$ cat config.mk
export PLATFORM = sky130hd
export DESIGN_NAME = page_frame_table
export DESIGN_NICKNAME = d
export VERILOG_FILES = /design/src/pft_pkg.sv /design/src/pft_mem.sv /design/src/pft_scan.sv /design/src/page_frame_table.sv
export SDC_FILE = /design/constraint.sdc
export NUM_CORES = 2
export LEC_CHECK = 0
export ABC_AREA = 1
export BUFFER_PORTS_ARGS = -buffer_cell sky130_fd_sc_hd__buf_2
export CORE_MARGIN = 3
export CORE_UTILIZATION = 45
export CTS_CLUSTER_DIAMETER = 60
export DETAILED_ROUTE_END_ITERATION = 12
export SLEW_MARGIN = 20
export SYNTH_ARGS = -nofsm -noshare
export SYNTH_HDL_FRONTEND = slang
export SYNTH_HIERARCHICAL = 1
export SYNTH_SLANG_ARGS = --single-unit
$ cat constraint.sdc
create_clock -name i_clk -period 8.7 [get_ports i_clk]
set_input_delay 0.87 -clock i_clk [delete_from_list [all_inputs] [get_ports i_clk]]
set_output_delay 0.87 -clock i_clk [all_outputs]
set_load 0.02 [all_outputs]
$ cat src/pft_pkg.sv
// shared types, command codes and sizing constants for the page frame table
package pft_pkg;

    // default table size and the widest address the table may need
    localparam int FRAMES_DEF = 128;
    localparam int ADDR_MAX_W = 10;

    // field widths of one beat
    localparam int PID_W   = 8;
    localparam int VPG_W   = 8;
    localparam int NEED_W  = 8;
    localparam int FRAME_W = 7;
    localparam int FC_W    = 8;

    // command codes
    typedef enum logic [1:0] {
        CMD_LOOKUP  = 2'd0,
        CMD_ALLOC   = 2'd1,
        CMD_RELEASE = 2'd2,
        CMD_CHECK   = 2'd3
    } t_cmd;

    // one table entry as stored in the frame memory
    typedef struct packed {
        logic             used;
        logic [PID_W-1:0] owner;
        logic [VPG_W-1:0] vpage;
    } t_entry;

    // access request from the sequencer to the frame memory
    typedef struct packed {
        logic                  rd_en;
        logic [ADDR_MAX_W-1:0] rd_addr;
        logic                  wr_en;
        logic [ADDR_MAX_W-1:0] wr_addr;
        t_entry                wr_data;
    } t_mem_req;

    // one result beat
    typedef struct packed {
        logic               ok;
        logic [FRAME_W-1:0] frame;
        logic [FC_W-1:0]    free_count;
    } t_result;

endpackage

$ cat src/pft_mem.sv
// frame memory: one write port, one read port with registered read data
module pft_mem
    import pft_pkg::*;
#(
    parameter int FRAMES = FRAMES_DEF
) (
    input  logic     i_clk,
    input  t_mem_req i_req,
    output t_entry   o_rd_data
);

    localparam int AW = $clog2(FRAMES);

    t_entry r_mem [FRAMES];
    t_entry r_rd_data;

    // write port
    always_ff @(posedge i_clk) begin
        if (i_req.wr_en) begin
            r_mem[i_req.wr_addr[AW-1:0]] <= i_req.wr_data;
        end
    end

    // read port, read data registered in the cycle after the read request
    always_ff @(posedge i_clk) begin
        if (i_req.rd_en) begin
            r_rd_data <= r_mem[i_req.rd_addr[AW-1:0]];
        end
    end

    assign o_rd_data = r_rd_data;

endmodule

$ cat src/pft_scan.sv
// command sequencer: clears the memory, scans entries, updates them, holds the result beat
module pft_scan
    import pft_pkg::*;
#(
    parameter int FRAMES = FRAMES_DEF
) (
    input  logic              i_clk,
    input  logic              i_rst_n,
    // command beat
    input  logic              i_cmd_valid,
    output logic              o_cmd_ready,
    input  t_cmd              i_cmd,
    input  logic [PID_W-1:0]  i_pid,
    input  logic [VPG_W-1:0]  i_vpg,
    input  logic [NEED_W-1:0] i_need,
    // frame memory
    output t_mem_req          o_req,
    input  t_entry            i_rd_data,
    // result beat
    output logic              o_res_valid,
    input  logic              i_res_ready,
    output t_result           o_res
);

    localparam int AW = $clog2(FRAMES);
    localparam int CW = $clog2(FRAMES + 1);
    localparam int XW = (CW > 9) ? CW : 9;
    localparam logic [AW-1:0] LAST = AW'(FRAMES - 1);

    typedef enum logic [1:0] {
        S_CLEAR,
        S_IDLE,
        S_SCAN,
        S_DONE
    } t_state;

    t_state              r_state, n_state;
    logic [AW-1:0]       r_addr, n_addr;
    logic                r_more, n_more;
    logic                r_chk_valid;
    logic [AW-1:0]       r_chk_addr;
    logic [CW-1:0]       r_count, n_count;
    t_cmd                r_cmd, n_cmd;
    logic [PID_W-1:0]    r_pid, n_pid;
    logic [VPG_W-1:0]    r_vpg, n_vpg;
    logic [NEED_W-1:0]   r_need, n_need;
    logic                r_res_ok, n_res_ok;
    logic [AW-1:0]       r_res_idx, n_res_idx;
    logic                r_out_valid, n_out_valid;
    t_result             r_out, n_out;
    t_mem_req            req;
    logic                owner_hit;
    logic [FC_W-1:0]     fc_sat;
    logic                enough;

    // owner match on the entry that has just been read
    assign owner_hit = i_rd_data.used && (i_rd_data.owner == r_pid);

    // free count saturated to the result field, and the check command's answer
    assign fc_sat = (XW'(r_count) > XW'(255)) ? FC_W'(255) : FC_W'(r_count);
    assign enough = XW'(r_count) >= XW'(r_need);

    // next state and memory requests
    always_comb begin
        n_state     = r_state;
        n_addr      = r_addr;
        n_more      = r_more;
        n_count     = r_count;
        n_cmd       = r_cmd;
        n_pid       = r_pid;
        n_vpg       = r_vpg;
        n_need      = r_need;
        n_res_ok    = r_res_ok;
        n_res_idx   = r_res_idx;
        n_out_valid = r_out_valid && !i_res_ready;
        n_out       = r_out;
        req         = '0;

        unique case (r_state)
            // sweep every entry to free after reset
            S_CLEAR: begin
                req.wr_en   = 1'b1;
                req.wr_addr = ADDR_MAX_W'(r_addr);
                req.wr_data = '0;
                if (r_addr == LAST) begin
                    n_state = S_IDLE;
                    n_addr  = '0;
                end else begin
                    n_addr = r_addr + AW'(1);
                end
            end

            // take a command beat
            S_IDLE: begin
                if (i_cmd_valid) begin
                    n_cmd     = i_cmd;
                    n_pid     = i_pid;
                    n_vpg     = i_vpg;
                    n_need    = i_need;
                    n_res_ok  = (i_cmd == CMD_RELEASE);
                    n_res_idx = '0;
                    n_addr    = '0;
                    n_more    = 1'b1;
                    n_state   = (i_cmd == CMD_CHECK) ? S_DONE : S_SCAN;
                end
            end

            // issue reads in order and act on each returned entry
            S_SCAN: begin
                if (r_more) begin
                    req.rd_en   = 1'b1;
                    req.rd_addr = ADDR_MAX_W'(r_addr);
                    if (r_addr == LAST) begin
                        n_more = 1'b0;
                    end else begin
                        n_addr = r_addr + AW'(1);
                    end
                end
                if (r_chk_valid) begin
                    if (r_chk_addr == LAST) begin
                        n_state = S_DONE;
                    end
                    unique case (r_cmd)
                        CMD_LOOKUP: begin
                            if (owner_hit && (i_rd_data.vpage == r_vpg)) begin
                                n_res_ok  = 1'b1;
                                n_res_idx = r_chk_addr;
                                n_state   = S_DONE;
                            end
                        end
                        CMD_ALLOC: begin
                            if (!i_rd_data.used) begin
                                req.wr_en         = 1'b1;
                                req.wr_addr       = ADDR_MAX_W'(r_chk_addr);
                                req.wr_data.used  = 1'b1;
                                req.wr_data.owner = r_pid;
                                req.wr_data.vpage = r_vpg;
                                n_count           = r_count - CW'(1);
                                n_res_ok          = 1'b1;
                                n_res_idx         = r_chk_addr;
                                n_state           = S_DONE;
                            end
                        end
                        CMD_RELEASE: begin
                            if (owner_hit) begin
                                req.wr_en        = 1'b1;
                                req.wr_addr      = ADDR_MAX_W'(r_chk_addr);
                                req.wr_data      = i_rd_data;
                                req.wr_data.used = 1'b0;
                                n_count          = r_count + CW'(1);
                            end
                        end
                        CMD_CHECK: begin
                        end
                        default: begin
                        end
                    endcase
                end
            end

            // hand the result to the output register once it is free
            S_DONE: begin
                if (!r_out_valid || i_res_ready) begin
                    n_out_valid      = 1'b1;
                    n_out.ok         = (r_cmd == CMD_CHECK) ? enough : r_res_ok;
                    n_out.frame      = FRAME_W'(r_res_idx);
                    n_out.free_count = fc_sat;
                    n_state          = S_IDLE;
                end
            end

            default: begin
                n_state = S_IDLE;
            end
        endcase
    end

    // state, counters and registered outputs
    always_ff @(posedge i_clk) begin
        if (!i_rst_n) begin
            r_state     <= S_CLEAR;
            r_addr      <= '0;
            r_more      <= 1'b0;
            r_chk_valid <= 1'b0;
            r_count     <= CW'(FRAMES);
            r_out_valid <= 1'b0;
        end else begin
            r_state     <= n_state;
            r_addr      <= n_addr;
            r_more      <= n_more;
            r_chk_valid <= req.rd_en;
            r_count     <= n_count;
            r_out_valid <= n_out_valid;
        end
        r_chk_addr <= r_addr;
        r_cmd      <= n_cmd;
        r_pid      <= n_pid;
        r_vpg      <= n_vpg;
        r_need     <= n_need;
        r_res_ok   <= n_res_ok;
        r_res_idx  <= n_res_idx;
        r_out      <= n_out;
    end

    assign o_cmd_ready = (r_state == S_IDLE);
    assign o_req       = req;
    assign o_res_valid = r_out_valid;
    assign o_res       = r_out;

endmodule

$ cat src/page_frame_table.sv
// top level of the page frame table: stream ports, sequencer and frame memory
//
// Physical page frame table with lookup, allocate-first-free, release-by-process and
// free-count check commands, one result beat per command. Lookup, allocate and release
// walk the frame memory one entry per cycle through its single read port (lookup and
// allocate stop at the first match); a free-count check skips the walk. After reset the
// memory is swept to free, during which no command beat is taken. A finished result may
// wait in the output register while the next command is already being worked on.
module page_frame_table
    import pft_pkg::*;
#(
    parameter int FRAMES = FRAMES_DEF
) (
    input  logic        i_clk,
    input  logic        i_rst_n,
    // command stream
    input  logic        i_s_tvalid,
    output logic        o_s_tready,
    input  logic [23:0] i_s_tdata,   // proc_id[7:0], virt_page[15:8], needed[23:16]
    input  logic [1:0]  i_s_tuser,   // cmd[1:0]
    // result stream
    output logic        o_m_tvalid,
    input  logic        i_m_tready,
    output logic [15:0] o_m_tdata,   // frame[6:0], free_count[14:7], zero[15]
    output logic        o_m_tuser    // ok[0]
);

    t_mem_req mem_req;
    t_entry   mem_rd_data;
    t_result  res;

    // sequencer
    pft_scan #(
        .FRAMES(FRAMES)
    ) u_scan (
        .i_clk       (i_clk),
        .i_rst_n     (i_rst_n),
        .i_cmd_valid (i_s_tvalid),
        .o_cmd_ready (o_s_tready),
        .i_cmd       (t_cmd'(i_s_tuser)),
        .i_pid       (i_s_tdata[7:0]),
        .i_vpg       (i_s_tdata[15:8]),
        .i_need      (i_s_tdata[23:16]),
        .o_req       (mem_req),
        .i_rd_data   (mem_rd_data),
        .o_res_valid (o_m_tvalid),
        .i_res_ready (i_m_tready),
        .o_res       (res)
    );

    // frame memory
    pft_mem #(
        .FRAMES(FRAMES)
    ) u_mem (
        .i_clk     (i_clk),
        .i_req     (mem_req),
        .o_rd_data (mem_rd_data)
    );

    // result beat packing
    assign o_m_tdata = {1'b0, res.free_count, res.frame};
    assign o_m_tuser = res.ok;

endmodule

## Yosys cells after proc, flatten, opt, wreduce, memory -nomap -nowiden

Memory sizes are Yosys's and may differ from the RTL's. A register that Yosys moved wholly into a read port is not among the register bits.
Cells that the tools add are included.
Widths: inputs -> output; s select.

- Bits in registers: 77
- Bits in latches: 0
- Bits in writable memories: 2176
- Memory bits (read-only): 0
- Input bits: 30
- Output and inout bits: 19
- Memories kept: 1

Memory list:

| name | words | width | read ports | clocked after memory_dff | write ports | line | text |
|---|---|---|---|---|---|---|---|
| u_mem.r_mem | 128 | 17 | 1 | 1 | 1 | pft_mem.sv:14 | `t_entry r_mem [FRAMES];` |

- $add $sub $neg: 3
- Multiply operators: 0
- Div/mod/pow operators: 0
- $lt $le $gt $ge: 1
- Eq/ne operators: 23
- Shifts and indexed selects: 0
- Muxes and demuxes: 45
- Bitwise gates (word level): 0
- Reductions and logical operators: 18

Operators with widths:

| kind | count |
|---|---|
| $pmux 28 s2 | 2 |
| $mux 28 | 3 |
| $mux 7 | 7 |
| $pmux 7 s2 | 2 |
| $mux 11 | 2 |
| $pmux 7 s3 | 1 |
| $eq 8x8->1 | 2 |
| $mux 8 | 2 |
| $pmux 8 s2 | 1 |
| $eq 7x7->1 const B | 2 |
| $mux 2 | 7 |
| $mux 1 | 13 |
| $eq 2x2->1 const B | 6 |
| $ne 2x1->1 const B | 5 |
| $add 8x1->8 const B | 1 |
| $ge 8x8->1 | 1 |
| $pmux 2 s4 | 1 |
| $reduce_and 4->1 | 2 |
| $sub 8x1->8 const B | 1 |
| $add 7x1->7 const B | 1 |
| $ne 2x2->1 const B | 3 |
| $ne 3x3->1 const B | 2 |
| $pmux 1 s2 | 3 |
| $reduce_and 2->1 | 3 |
| 11 further kinds | 17 |

## Depth between registers and ports, before layout

- Depth after elaboration: 8
- Gate-level depth with buffers: 18

## Hierarchy

Netlist, hierarchy kept.

By module, submodules not included:

| module | times used | cells each | area each (sq um) |
|---|---|---|---|
| pft_mem | 1 | 7205 | 87995.6 |
| pft_scan | 1 | 473 | 4041.4 |
| page_frame_table | 1 | 2 | 11.3 |

## Worst setup path after synthesis

Ideal clock, no wire load.

- Kind: flip-flop to flip-flop
- From: register u_scan.r_cmd[1]
- To: memory u_mem/r_mem[0][11] (netlist bit) (data pin)
- Setup time: 0.896 ns
- Arrival: 6.759 ns
- Data required time: 7.804 ns
- Slack: 1.044 ns
- Cell stages (with the launch flop): 10
- Path buffers: 1
- Path through: edfxtp_1 -> inv_1 -> ha_1 -> inv_1 -> nor2_1 -> inv_1 -> nor2_2 -> inv_1 -> clkbuf_1 -> o22ai_1

RTL lines:

| element | line | text |
|---|---|---|
| from (decl) | pft_scan.sv:43 | `t_cmd r_cmd, n_cmd;` |
| from (signal assigned) | pft_scan.sv:196 | `r_cmd <= n_cmd;` |
| to (decl) | pft_mem.sv:14 |  |

==> metrics <==
most used cell, CP=nand3_1; Via density=5.792; final hold viol count=0; RSZ-0062 raised after global routing=false; Critical Path Fanout Max=124; min Tclk post-route=5.599 ns; IO Port Bufs=47; P_leak=35.68 nW; Std-Cell Rows=165; Area Overhead vs Synth=11.58%; PwrDens=214.5 nW/um^2; final setup violation count=0; die area=209,900 sq um; Routed WL=266.3 mm; CP bufs+invs=4; Tot Pwr=22.02 mW; fin. max-slew vios=0; Mapped Area=92,000 sq um; first-pass GRT wire length=390.0 mm; die height=458.2 microns; root buf cell=clkbuf_16; I/O pins=49; DRC=0; initial antenna violation count=6; 1st-iter DRT viols=8,626; Final Skew=0.04174 ns; Post-CTS Resized=0; Max H-tree Level=4; Hold WS=0.1666 ns; kind of critical path=reg -> reg; hold_buf cts=0; GRT Util Overall=0.2494; Cell Chain, Critical Path=inv_1 -> ha_1 -> nand2_1 -> nor2_4 -> inv_8 -> buf_4 -> buf_4 -> nand3_1 -> nand3_1 -> nand3_1 -> nand3_1 -> nand3_1 -> nand3_1 -> nand2_1; fmax=0.1786 GHz; post-layout net count=7,692; RePlAce Congestion=0.8700; Worst IR Drop VDD=0.1584 mV; max-cap violations=0; synth warn=6; Clock transition at path regs=0.06 ns; Cells after Synth=7,673; status=complete, no violations; setup_tns=0 ns; Crit-path slowest cell=nand2_1; worst path arrival time=6.22 ns; CP top delay family=simple AND/OR/NAND/NOR gates; max incr delay on CP=0.70 ns; Setup crit end kind=register; layout cells sized above 1=0.07862; critical path required time=9.32 ns; Num CTS Buffers=228; wire length per cell=25.34 microns; pin count of the biggest net entering global routing=203; clk_lat worst skew=0.87 ns; actual slew at the worst max-slew pin=1.278 ns; synthesized area per cell=11.99 sq um; hpwl dp=144.8 mm; Worst Setup Start Kind=register; vias in the first global route=56,190; worst rel slew slack=0.1478; hold crit path type=in -> reg; Initial Utilization=0.4538; GRT overflow=0; post-synthesis net count=7,727; via count=60,870; Post-CTS Setup Inserts=0; CTS max path bufs=3; clock sink count=2,270; drt first pass iters=6; core area=202,700 sq um; Final period util=0.6436; CTS tree=done; Antenna Nets Post-Route=0; final core utilization=0.5063; die span in x=458.2 microns
==> per-layer routing <==
layer  vias to the layer above  routed length, microns  track usage
li1                      27220                       -            -
met1                     30100                  112700       0.3763
met2                      3171                  119400       0.3713
met3                       383                   26560      0.04197
met4                         2                    7610      0.07601
met5                         -                      54            0
==> path summary, 6_finish.rpt <==
kind | startpoint | to | slack (ns) | cells after the start
hold reg to reg | u_scan/r_addr[1]$_SDFFE_PN0P_ | u_scan/r_chk_addr[1]$_DFF_P_ | 0.36 | 0
hold / removal | i_s_tdata[9] | u_scan/r_vpg[1]$_DFFE_PP_ | 0.17 | 1
setup reg to reg | u_scan/r_state[0]$_SDFFE_PN0P_ | u_mem/o_rd_data[4]$_DFFE_PP_ | 3.10 | 14
setup / recovery | u_scan/r_state[0]$_SDFFE_PN0P_ | u_mem/o_rd_data[4]$_DFFE_PP_ | 3.10 | 14
==> report_power, final <==
part / internal [mW] / total (mW) / switching (mW)
clock: 5.58 / 9.76 / 4.18
combinational: 0.0731 / 0.342 / 0.269
sequential: 11.9 / 11.9 / 0.0212
==> cell usage in the layout (no fill, tap or decap), drive strengths merged <==
master,count
a21o,1
nand2,2337
nor2,181
o2111ai,1
clkinv,102
fa,1
nor3,13
diode,2
and3,1
buf,227
clkinvlp,1
a31oi,3
inv,122
or2,1
a211oi,1
dfxtp,27
clkbuf,293
o21ai,25
a21boi,2
xnor2,8
a21oi,15
nand3b,1
nand3,2161
ha,23
edfxtp,2243
xor2,1
bufinv,22
nand4,10
conb,1
o22ai,11
==> cell type report <==
cell class              instances  area, sq um
flip-flops and latches       2270        67900
repair buffers                227         2001
inverters                     113        457.9
multi-input cells            4798        21520
diodes                          2        5.005
clock inverters               134         1371
fillers                     17340       100100
clock buffers                 293         6055
well taps                    2672         3343
==> worst register-to-register path, cell delays in order, from the launching register on <==
cell and delay [ns]:
dfxtp_1 0.39, inv_1 0.10, ha_1 0.37, nand2_1 0.70, nor2_4 0.18, inv_8 0.65
buf_4 0.82, buf_4 0.53, nand3_1 0.21, nand3_1 0.13, nand3_1 0.16, nand3_1 0.26
nand3_1 0.38, nand3_1 0.38, nand2_1 0.09
==> flip-flops by register name, indices dropped and copies added, names as in the netlist <==
signal	flops
u_scan/r_state	2
u_scan/r_res_ok	1
u_scan/r_res_idx	7
u_scan/r_chk_valid	1
u_scan/r_chk_addr	7
u_mem/r_mem	2176
u_scan/r_more	1
u_scan/r_pid	8
u_scan/r_vpg	8
u_scan/o_res	16
u_scan/r_cmd	2
u_scan/r_need	8
u_scan/o_res_valid	1
u_scan/fc_sat	8
u_mem/o_rd_data	17
u_scan/r_addr	7
==> per-stage QoR <==
stage               area [sq um]  worst slack (ns)  cells
finish                    102700             3.101  10510
global route              102600             3.029  10510
CTS                       102600             3.271  10500
detailed placement         95150             3.284  10080
global placement           95120             3.249  10080
floorplan                  92000             1.044   7673
Power figures use the tool's default switching activity.
